===== src/pta_pkg.sv =====
`default_nettype none
// ----------------------------------------------------------------------------
// pta_pkg: shared types and constants for the polygon territory assigner
// Sizes of the vertex store, datapath widths, codes and control structs.
// ----------------------------------------------------------------------------
package pta_pkg;

	// storage geometry
	localparam int MAX_TERR    = 16;
	localparam int MAX_VTX     = 32;
	localparam int TERR_W      = 4;
	localparam int VTX_W       = 5;
	localparam int VADDR_W     = TERR_W + VTX_W;
	localparam int VSTORE_D    = MAX_TERR * MAX_VTX;
	localparam int CLASS_SLOTS = MAX_TERR + 2;
	localparam int CLS_W       = 5;

	// arithmetic widths
	localparam int COORD_W  = 48;
	localparam int DIFF_W   = COORD_W + 1;
	localparam int CHUNK_W  = 25;
	localparam int PROD_W   = 2 * CHUNK_W;
	localparam int ACC_W    = 2 * DIFF_W + 2;
	localparam int NUM_DIFF = 6;
	localparam int CNT_W    = 32;
	localparam int SUM_W    = 40;
	localparam int CSIZE_W  = 24;
	localparam int CELL_W   = 20;

	localparam logic [CSIZE_W-1:0] CELL_SIZE_RESET = CSIZE_W'(25600);
	localparam logic [CLS_W-1:0]   CLS_UNASSIGNED  = CLS_W'(MAX_TERR);
	localparam logic [CLS_W-1:0]   CLS_OVERLAP     = CLS_W'(MAX_TERR + 1);

	typedef enum logic [2:0] {
		CMD_WRITE_VTX   = 3'd0,
		CMD_SET_COUNT   = 3'd1,
		CMD_CLASSIFY    = 3'd2,
		CMD_READ_STATS  = 3'd3,
		CMD_CLEAR_STATS = 3'd4
	} cmd_code_t;

	typedef enum logic [2:0] {
		KIND_TERRITORY  = 3'd0,
		KIND_UNASSIGNED = 3'd1,
		KIND_OVERLAP    = 3'd2,
		KIND_DONE       = 3'd3,
		KIND_SKIPPED    = 3'd4
	} kind_t;

	typedef enum logic [0:0] {
		CFG_TERR_COUNT = 1'b0,
		CFG_CELL_SIZE  = 1'b1
	} cfg_idx_t;

	typedef enum logic [4:0] {
		S_IDLE, S_DECODE, S_SETUP, S_TERR, S_LAT_A, S_RD_B, S_LAT_B, S_DIFF,
		S_MAG, S_CR, S_CR_FL, S_CR_EV, S_DOT, S_DOT_FL, S_DOT_EV, S_NEXT,
		S_ACCUM, S_RESP
	} state_t;

	// controller -> datapath
	typedef struct packed {
		logic              capture;
		logic              exec;
		logic              setup;
		logic              rd;
		logic              lat_a;
		logic              lat_b;
		logic              shift_ab;
		logic              diff;
		logic              mag;
		logic              acc_clr;
		logic              mul_en;
		logic              mul_dot;
		logic [2:0]        k;
		logic              cr_eval;
		logic              terr_init;
		logic              terr_done;
		logic              bnd;
		logic              accum;
		logic              load_out;
		logic [TERR_W:0]   t;
		logic [VTX_W-1:0]  v;
	} pta_cmd_t;

	// datapath -> controller
	typedef struct packed {
		logic [2:0]        cmd;
		logic              dens_zero;
		logic [TERR_W:0]   terr_n;
		logic [VTX_W:0]    poly_n;
		logic              acc_zero;
		logic              acc_le0;
		logic              out_busy;
	} pta_status_t;

endpackage
`default_nettype wire


===== src/pta_ctrl.sv =====
`default_nettype none
// ----------------------------------------------------------------------------
// pta_ctrl: sequencer of the territory assigner
// Walks territories and edges, steps the shared multiplier through its
// partial products and hands results to the output register.
// ----------------------------------------------------------------------------
module pta_ctrl import pta_pkg::*; (
	input  wire logic        clk,
	input  wire logic        arst_n,
	input  wire logic        in_valid,
	output logic             in_ready,
	input  wire pta_status_t sts,
	output pta_cmd_t         ctl
);

	state_t            state_q, state_n;
	logic [TERR_W:0]   t_q, t_n;
	logic [VTX_W-1:0]  v_q, v_n;
	logic [2:0]        k_q, k_n;
	logic              last_v;

	always_ff @(posedge clk or negedge arst_n) begin
		if (!arst_n) begin
			state_q <= S_IDLE;
			t_q     <= '0;
			v_q     <= '0;
			k_q     <= '0;
		end else begin
			state_q <= state_n;
			t_q     <= t_n;
			v_q     <= v_n;
			k_q     <= k_n;
		end
	end

	assign last_v = ({1'b0, v_q} == sts.poly_n - 1'b1);

	// next state and commands
	always_comb begin
		state_n  = state_q;
		t_n      = t_q;
		v_n      = v_q;
		k_n      = k_q;
		ctl      = '0;
		ctl.t    = t_q;
		ctl.v    = v_q;
		ctl.k    = k_q;
		in_ready = 1'b0;
		unique case (state_q)
			S_IDLE: begin
				in_ready    = 1'b1;
				ctl.capture = in_valid;
				if (in_valid) begin
					state_n = S_DECODE;
				end
			end
			S_DECODE: begin
				if (sts.cmd == CMD_CLASSIFY && !sts.dens_zero) begin
					state_n = S_SETUP;
				end else begin
					ctl.exec = 1'b1;
					state_n  = S_RESP;
				end
			end
			S_SETUP: begin
				ctl.setup = 1'b1;
				t_n       = '0;
				state_n   = S_TERR;
			end
			S_TERR: begin
				ctl.v = VTX_W'(sts.poly_n - 1'b1);
				if (t_q == sts.terr_n) begin
					state_n = S_ACCUM;
				end else if (sts.poly_n == '0) begin
					t_n = t_q + 1'b1;
				end else begin
					ctl.rd        = 1'b1;
					ctl.terr_init = 1'b1;
					v_n           = '0;
					state_n       = S_LAT_A;
				end
			end
			S_LAT_A: begin
				ctl.lat_a = 1'b1;
				state_n   = S_RD_B;
			end
			S_RD_B: begin
				ctl.rd  = 1'b1;
				state_n = S_LAT_B;
			end
			S_LAT_B: begin
				ctl.lat_b = 1'b1;
				state_n   = S_DIFF;
			end
			S_DIFF: begin
				ctl.diff = 1'b1;
				state_n  = S_MAG;
			end
			S_MAG: begin
				ctl.mag     = 1'b1;
				ctl.acc_clr = 1'b1;
				k_n         = '0;
				state_n     = S_CR;
			end
			S_CR: begin
				ctl.mul_en = 1'b1;
				k_n        = k_q + 1'b1;
				if (k_q == 3'd7) begin
					state_n = S_CR_FL;
				end
			end
			S_CR_FL: begin
				state_n = S_CR_EV;
			end
			S_CR_EV: begin
				ctl.cr_eval = 1'b1;
				if (sts.acc_zero) begin
					ctl.acc_clr = 1'b1;
					k_n         = '0;
					state_n     = S_DOT;
				end else begin
					state_n = S_NEXT;
				end
			end
			S_DOT: begin
				ctl.mul_en  = 1'b1;
				ctl.mul_dot = 1'b1;
				k_n         = k_q + 1'b1;
				if (k_q == 3'd7) begin
					state_n = S_DOT_FL;
				end
			end
			S_DOT_FL: begin
				state_n = S_DOT_EV;
			end
			S_DOT_EV: begin
				if (sts.acc_le0) begin
					// center on this edge: boundary hit ends the territory
					ctl.terr_done = 1'b1;
					ctl.bnd       = 1'b1;
					t_n           = t_q + 1'b1;
					state_n       = S_TERR;
				end else begin
					state_n = S_NEXT;
				end
			end
			S_NEXT: begin
				ctl.shift_ab = 1'b1;
				if (last_v) begin
					ctl.terr_done = 1'b1;
					t_n           = t_q + 1'b1;
					state_n       = S_TERR;
				end else begin
					v_n     = v_q + 1'b1;
					state_n = S_RD_B;
				end
			end
			S_ACCUM: begin
				ctl.accum = 1'b1;
				state_n   = S_RESP;
			end
			S_RESP: begin
				if (!sts.out_busy) begin
					ctl.load_out = 1'b1;
					state_n      = S_IDLE;
				end
			end
			default: begin
				state_n = S_IDLE;
			end
		endcase
	end

`ifndef SYNTHESIS
	a_load_free: assert property (@(posedge clk) disable iff (!arst_n)
		ctl.load_out |-> !sts.out_busy)
		else $error("result loaded while output still held");
	a_terr_bound: assert property (@(posedge clk) disable iff (!arst_n)
		state_q == S_TERR |-> t_q <= sts.terr_n)
		else $error("territory counter ran past territory count");
	a_vtx_bound: assert property (@(posedge clk) disable iff (!arst_n)
		state_q == S_RD_B |-> {1'b0, v_q} < sts.poly_n)
		else $error("vertex read beyond polygon size");
`endif

endmodule
`default_nettype wire


===== config.mk =====
export PLATFORM = sky130hd
export DESIGN_NAME = pta_ctrl
export DESIGN_NICKNAME = d
export VERILOG_FILES = /design/src/pta_pkg.sv /design/src/pta_ctrl.sv
export SDC_FILE = /design/constraint.sdc
export NUM_CORES = 1
export LEC_CHECK = 0
export ABC_AREA = 1
export BUFFER_PORTS_ARGS = -buffer_cell sky130_fd_sc_hd__buf_2
export CAP_MARGIN = 20
export CELL_PAD_IN_SITES_DETAIL_PLACEMENT = 0
export CELL_PAD_IN_SITES_GLOBAL_PLACEMENT = 1
export CORE_AREA = 2 2 72 74
export CTS_CLUSTER_DIAMETER = 200
export DETAILED_ROUTE_END_ITERATION = 12
export DIE_AREA = 0 0 74 76
export GPL_TIMING_DRIVEN = 0
export PLACE_DENSITY_LB_ADDON = 0.05
export RECOVER_POWER = 50
export SLEW_MARGIN = 20
export SYNTH_ARGS = -nofsm -noshare
export SYNTH_HDL_FRONTEND = slang
export SYNTH_SLANG_ARGS = --single-unit

===== constraint.sdc =====
create_clock -name clk -period 3.4 [get_ports clk]
set_input_delay 0.85 -clock clk [delete_from_list [all_inputs] [get_ports clk]]
set_output_delay 0.85 -clock clk [all_outputs]
set_load 0.05 [all_outputs]

## After elaboration in Yosys (flattened, before gate mapping)

Cells that the tools add are included.
Widths: inputs -> output; s select.

| cells by class | value |
|---|---|
| add/subtract/negate cells | 4 |
| multiply operators | 0 |
| divide/modulo/power cells | 0 |
| magnitude comparators | 0 |
| eq/ne operators | 33 |
| shift-type cells | 0 |
| muxes and demuxes | 49 |
| bitwise operators | 0 |
| reductions and logical operators | 12 |

Operator list:

| kind | count |
|---|---|
| $pmux 5 s18 | 1 |
| $mux 5 | 15 |
| $eq 5x4->1 const B | 8 |
| $mux 1 | 22 |
| $ne 2x2->1 const B | 11 |
| $eq 5x3->1 const B | 4 |
| $pmux 5 s4 | 1 |
| $add 5x1->5 const B | 2 |
| $eq 5x2->1 const B | 2 |
| $eq 5x5->1 const B | 2 |
| $pmux 5 s2 | 1 |
| $reduce_and 5->1 | 2 |
| $pmux 3 s3 | 1 |
| $eq 5x6->1 | 1 |
| $logic_not 6->1 | 1 |
| $mux 3 | 2 |
| $pmux 1 s2 | 3 |
| $sub 6x1->6 const B | 1 |
| $eq 5x1->1 const B | 1 |
| $eq 5x5->1 | 1 |
| $logic_not 5->1 | 1 |
| $mux 2 | 2 |
| $mux 4 | 1 |
| $reduce_and 4->1 | 1 |
| other kinds (11) | 11 |

| storage, ports and cells | value |
|---|---|
| flip-flop bits (word level) | 18 |
| latch bits | 0 |
| memory bits (writable) | 0 |
| bits in read-only memories | 0 |
| output and inout bits | 32 |
| word-level logic and storage cells | 102 |
| memories | 0 |

## Logic depth before layout (Yosys ltp)

| depth | value |
|---|---|
| word-level depth | 4 |
| gate-level depth with buffers | 13 |
| mapped depth without buffers | 13 |

## Worst setup path after synthesis

No wires, ideal clock.

| timing path | value |
|---|---|
| kind | input-to-output |
| from | input port sts[3] (netlist name) |
| to | output port ctl[4] (netlist name) |
| arrival | 2502 ps |
| required time | 2550 ps |
| setup slack | 48 ps |
| stages on the path | 6 |
| path through | inv_1 > ha_1 > nand2_1 > nand2_1 > nand2_1 > o21ai_0 |

RTL lines:

| element | line | text |
|---|---|---|
| from (decl) | pta_ctrl.sv:12 | `input wire pta_status_t sts,` |
| to (decl) | pta_ctrl.sv:13 | `output pta_cmd_t ctl` |

==> impl_results.html <==
<table>
<tr><th>Metric</th><th>Value</th></tr>
<tr><th colspan="2">Status</th></tr>
<tr><td>Outcome</td><td>complete, no violations</td></tr>
<tr><th colspan="2">Power</th></tr>
<tr><td>Cell-internal power</td><td>roughly 440 uW</td></tr>
<tr><td>Clock network fraction of design power</td><td>0.198</td></tr>
<tr><td>Comb power frac</td><td>0.493</td></tr>
<tr><td>Sequential share of power</td><td>0.309</td></tr>
<tr><td>Sw power</td><td>approximately 410 uW</td></tr>
<tr><td>Switching power share of the total</td><td>0.4808</td></tr>
<tr><td>Largest vdd supply drop</td><td>between 0.2 and 0.3 mV</td></tr>
<tr><td>Leak</td><td>between 0.001 and 0.0015 uW</td></tr>
<tr><td>Power after layout</td><td>between 800 and 900 uW</td></tr>
<tr><td>Cell area power density</td><td>390.2 nW/um2</td></tr>
<tr><th colspan="2">Floorplanning</th></tr>
<tr><td>Num ports</td><td>53</td></tr>
<tr><td>Chip height</td><td>76 um</td></tr>
<tr><td>Starting utilization of the core area</td><td>0.3632</td></tr>
<tr><td>Total core area</td><td>4912 um2</td></tr>
<tr><td>Standard-cell row count</td><td>26</td></tr>
<tr><td>Die footprint</td><td>about 5600 um2</td></tr>
<tr><td>Width of the die</td><td>roughly 74 um</td></tr>
<tr><th colspan="2">GRT</th></tr>
<tr><td>Congestion Overflow GR</td><td>0</td></tr>
<tr><td>Vias in the first global route</td><td>1,700</td></tr>
<tr><td>Overall global routing resource usage</td><td>0.1693</td></tr>
<tr><td>Largest net degree at the start of global routing</td><td>19</td></tr>
<tr><td>Met1 GRT Util</td><td>0.2210</td></tr>
<tr><td>Met2 Track Usage GR</td><td>0.2964</td></tr>
<tr><td>Wire length of the first global-routing pass</td><td>about 7600 um</td></tr>
<tr><td>Met3 demand-to-capacity share in global routing</td><td>0.03175</td></tr>
<tr><td>Initial antenna violation count</td><td>0</td></tr>
<tr><td>Most Used Layer, Global Route</td><td>met2</td></tr>
<tr><th colspan="2">Timing</th></tr>
<tr><td>Ratio of final minimum period to clock period</td><td>0.9370</td></tr>
<tr><td>Worst rel slew slack</td><td>0.3465</td></tr>
<tr><td>Tightest Pin Transition</td><td>approximately 980 ps</td></tr>
<tr><td>Worst setup skew after layout</td><td>~4 ps</td></tr>
<tr><td>Fin. Hold Viols</td><td>0</td></tr>
<tr><td>Achievable Freq</td><td>roughly 310 MHz</td></tr>
<tr><td>Slew Limit Fails</td><td>0</td></tr>
<tr><td>Unrepaired setup endpoints after global routing</td><td>false</td></tr>
<tr><td>Post-route minimum period</td><td>around 3200 ps</td></tr>
<tr><td>Setup-failing EPs final</td><td>0</td></tr>
<tr><td>Final hold slack</td><td>516.1 ps</td></tr>
<tr><th colspan="2">Synthesis</th></tr>
<tr><td>Number of different library cells in the post-synthesis netlist</td><td>31</td></tr>
<tr><td>Total nets after synthesis</td><td>just over 300</td></tr>
<tr><td>Main flop type after synthesis</td><td>sky130_fd_sc_hd__dfrtp_1</td></tr>
<tr><td>Instance count of the mapped netlist</td><td>280</td></tr>
<tr><td>Cell area after technology mapping</td><td>1784 um2</td></tr>
<tr><td>Sequential element share of the synthesized area</td><td>0.2525</td></tr>
<tr><td>EDFF count, synth</td><td>0</td></tr>
<tr><td>Number of warnings reported in the yosys synthesis log</td><td>0</td></tr>
<tr><td>Per-instance average area after synthesis</td><td>6.372 um2</td></tr>
<tr><td>Share of flip-flops with an asynchronous set or reset after synthesis</td><td>1.000</td></tr>
<tr><td>Synth Register Bits</td><td>18</td></tr>
<tr><th colspan="2">Placed design</th></tr>
<tr><td>Half-perimeter wire length of the detailed placement result</td><td>between 3000 and 4000 um</td></tr>
<tr><td>Number of port buffers</td><td>52</td></tr>
<tr><td>Final GP Congestion</td><td>approximately 0.76</td></tr>
<tr><th colspan="2">Routing</th></tr>
<tr><td>Initial DRC Count</td><td>roughly 110</td></tr>
<tr><td>Number of routed nets with antenna violations</td><td>0</td></tr>
<tr><td>Count of unresolved DRC violations after routing</td><td>0</td></tr>
<tr><td>Vias per std cell</td><td>around 4.6</td></tr>
<tr><td>Routed wire per std cell</td><td>10.84 um</td></tr>
<tr><td>Routed vias</td><td>around 1,900</td></tr>
<tr><td>Detailed Route WL</td><td>around 4400 um</td></tr>
<tr><td>First-pass iteration count of the detailed router</td><td>4</td></tr>
<tr><th colspan="2">Critical path</th></tr>
<tr><td>Bufs and invs on worst path</td><td>4</td></tr>
<tr><td>Type of the worst setup path</td><td>input pin to output pin</td></tr>
<tr><td>Start of the worst register-to-register path</td><td>state_q[4]</td></tr>
<tr><td>Kind of cell adding the most delay to the critical path</td><td>simple AND/OR/NAND/NOR gates</td></tr>
<tr><td>Reg-to-Reg End</td><td>t_q[0]</td></tr>
<tr><td>Data required time of the worst path</td><td>2550 ps</td></tr>
<tr><td>Category of the worst setup path launch point</td><td>input pin</td></tr>
<tr><td>Cell with the biggest individual delay on the critical path</td><td>sky130_fd_sc_hd__buf_4</td></tr>
<tr><td>CP most frequent cell</td><td>sky130_fd_sc_hd__nand2_1</td></tr>
<tr><td>Worst Reg2Reg Path Length in Cells</td><td>10</td></tr>
<tr><td>Cells traversed along the worst timing path</td><td>buf_2, inv_1, ha_4, inv_1, nand2_1, nand3_1, nand2_1, nand2_1, nor2_1, nand4_2, o21ai_0, buf_4</td></tr>
<tr><td>Peak fanout along the critical path</td><td>7</td></tr>
<tr><td>Setup slack, reg-to-reg</td><td>~1400 ps</td></tr>
<tr><td>Crit path DAT</td><td>2340 ps</td></tr>
<tr><td>Maximum single-stage delay on the critical path</td><td>220 ps</td></tr>
<tr><td>Crit path capture type</td><td>output pin</td></tr>
<tr><th colspan="2">Finish</th></tr>
<tr><td>Post-layout net count</td><td>about 370</td></tr>
<tr><td>Commonest cells after routing, fill and taps aside</td><td>sky130_fd_sc_hd__nand2_1 (83), sky130_fd_sc_hd__inv_1 (43), sky130_fd_sc_hd__buf_2 (42)</td></tr>
<tr><td>Multi-input gate area</td><td>between 1000 and 1500 um2</td></tr>
<tr><td>Fraction of layout cells with a size suffix above 1</td><td>0.2456</td></tr>
<tr><td>Most common library cell in the layout ignoring fill and taps</td><td>sky130_fd_sc_hd__nand2_1</td></tr>
<tr><td>Antenna cells</td><td>0</td></tr>
<tr><td>Final core occ</td><td>0.4465</td></tr>
<tr><td>Filler cells</td><td>between 500 and 600</td></tr>
<tr><td>Area added between synthesis and finish</td><td>22.93%</td></tr>
<tr><td>Flip-flop and latch area</td><td>between 400 and 500 um2</td></tr>
<tr><th colspan="2">Clocking</th></tr>
<tr><td>CTS tree</td><td>built</td></tr>
<tr><td>Number of H-tree levels</td><td>1</td></tr>
<tr><td>Clock-pin slew of the registers on the worst-case setup and hold paths</td><td>60 ps</td></tr>
<tr><td>Inserted Clock Buffers</td><td>3</td></tr>
<tr><td>Clock sink count</td><td>18</td></tr>
<tr><td>Clock Latency Late Sink</td><td>~250 ps</td></tr>
<tr><td>Cell chosen for the clock root</td><td>sky130_fd_sc_hd__clkbuf_8</td></tr>
<tr><td>Maximum buffer depth of the clock tree</td><td>2</td></tr>
<tr><th colspan="2">Run</th></tr>
<tr><td>Max-cap violations</td><td>0</td></tr>
<tr><th colspan="2">Min path</th></tr>
<tr><td>Hold worst-path end</td><td>k_q[0]</td></tr>
<tr><td>Cell count of the worst hold path</td><td>1</td></tr>
<tr><td>Worst min-delay path category</td><td>flop to flop</td></tr>
<tr><td>Hold_sp</td><td>k_q[0]</td></tr>
</table>
-- timing repair --
item                                   in CTS  in global routing
hold buffers                                0                  0
pin swaps                                   0                  1
setup buffers                               0                  2
setup endpoints to repair                   1                  1
endpoints found under the hold margin       0                  0
resized for setup                           2                  1
-- sequential cells by signal, summed over array words and instances (netlist names) --
signal,count
v_q,5
state_q,5
t_q,5
k_q,3
-- area by class of cell --
cell class,instances,area share
Buffer,1,0.005134
Clock buffer,4,0.02510
Inverter,49,0.08386
Multi-Input combinational cell,212,0.5191
Sequential cell,18,0.2054
Tap cell,70,0.03993
Timing Repair Buffer,54,0.1215
-- worst reg2reg max path: cells and delay by family, from the launching register on --
kind	cells	cell delay (ps)
and+or+nand+nor	9	1220
buffers and inverters	1	230
DFF	1	420
-- how the worst max path moves through the flow --
| stage | startpoint | endpoint | slack [ps] | cells past startpoint |
|---|---|---|---|---|
| after floorplan | sts[3] | ctl[4] | 50 | 6 |
| after global placement | sts[3] | ctl[13] | -30 | 12 |
| final | sts[3] | ctl[13] | 210 | 12 |
| after detailed placement | sts[3] | ctl[13] | -40 | 12 |
| after global routing | sts[3] | ctl[13] | 20 | 12 |
| after CTS | sts[3] | ctl[13] | 40 | 12 |
-- layer usage --
metal	vias to the layer above	wire, um
li1	997	-
met1	841	1965
met2	29	2313
met3	2	131
met4	0	14
met5	-	0
-- power by group through the flow --
stage | registers [uW] | logic (uW) | clock network [uW]
floorplan | 285 | 304 | 0
global placement | 270 | 432 | 0
detailed placement | 270 | 431 | 0
CTS | 265 | 433 | 177
global route | 267 | 472 | 186
finish | 264 | 422 | 170
-- stage by stage --
step	setup slack [ps]	cell area (um2)	cells	setup TNS, ps
finish	214.1	2193	408	0
CTS	40.10	2192	406	0
floorplan	48.24	1784	280	0
global placement	-31.98	2132	402	-31.98
detailed placement	-40.69	2132	402	-40.69
global route	17.48	2193	408	0
-- cell usage after synthesis, types with 2 or more instances --
library cell	count	area (um2)
sky130_fd_sc_hd__inv_2	7	26.28
sky130_fd_sc_hd__dfrtp_1	18	450.4
sky130_fd_sc_hd__nor2_2	6	37.54
sky130_fd_sc_hd__nand2_4	5	56.30
sky130_fd_sc_hd__ha_1	5	62.56
sky130_fd_sc_hd__nand2_1	82	307.8
sky130_fd_sc_hd__nor2_4	7	78.83
sky130_fd_sc_hd__nand3_2	2	20.02
sky130_fd_sc_hd__nor3_1	2	10.01
sky130_fd_sc_hd__nand4_1	3	18.77
sky130_fd_sc_hd__xor2_1	4	35.03
sky130_fd_sc_hd__nor2_1	30	112.6
sky130_fd_sc_hd__o211ai_1	2	15.01
sky130_fd_sc_hd__nand3_1	31	155.2
sky130_fd_sc_hd__xnor2_1	3	26.28
sky130_fd_sc_hd__o21ai_0	14	70.07
sky130_fd_sc_hd__inv_1	42	157.7
sky130_fd_sc_hd__nand2_2	4	25.02
-- logic make-up (layout without fill, tap and decap cells) --
family | Yosys count | after routing | share of synthesized area
AOI/OAI and AO/OA | 20 | 20 | 0.06382
buffers and inverters | 50 | 108 | 0.1094
xor gates and xnor gates | 7 | 7 | 0.03436
muxes | 1 | 1 | 0.005610
and+or+nand+nor | 179 | 179 | 0.4993
adders and majority gates | 5 | 5 | 0.03506
DFF | 18 | 18 | 0.2525
(Power assumes the default switching activity.)
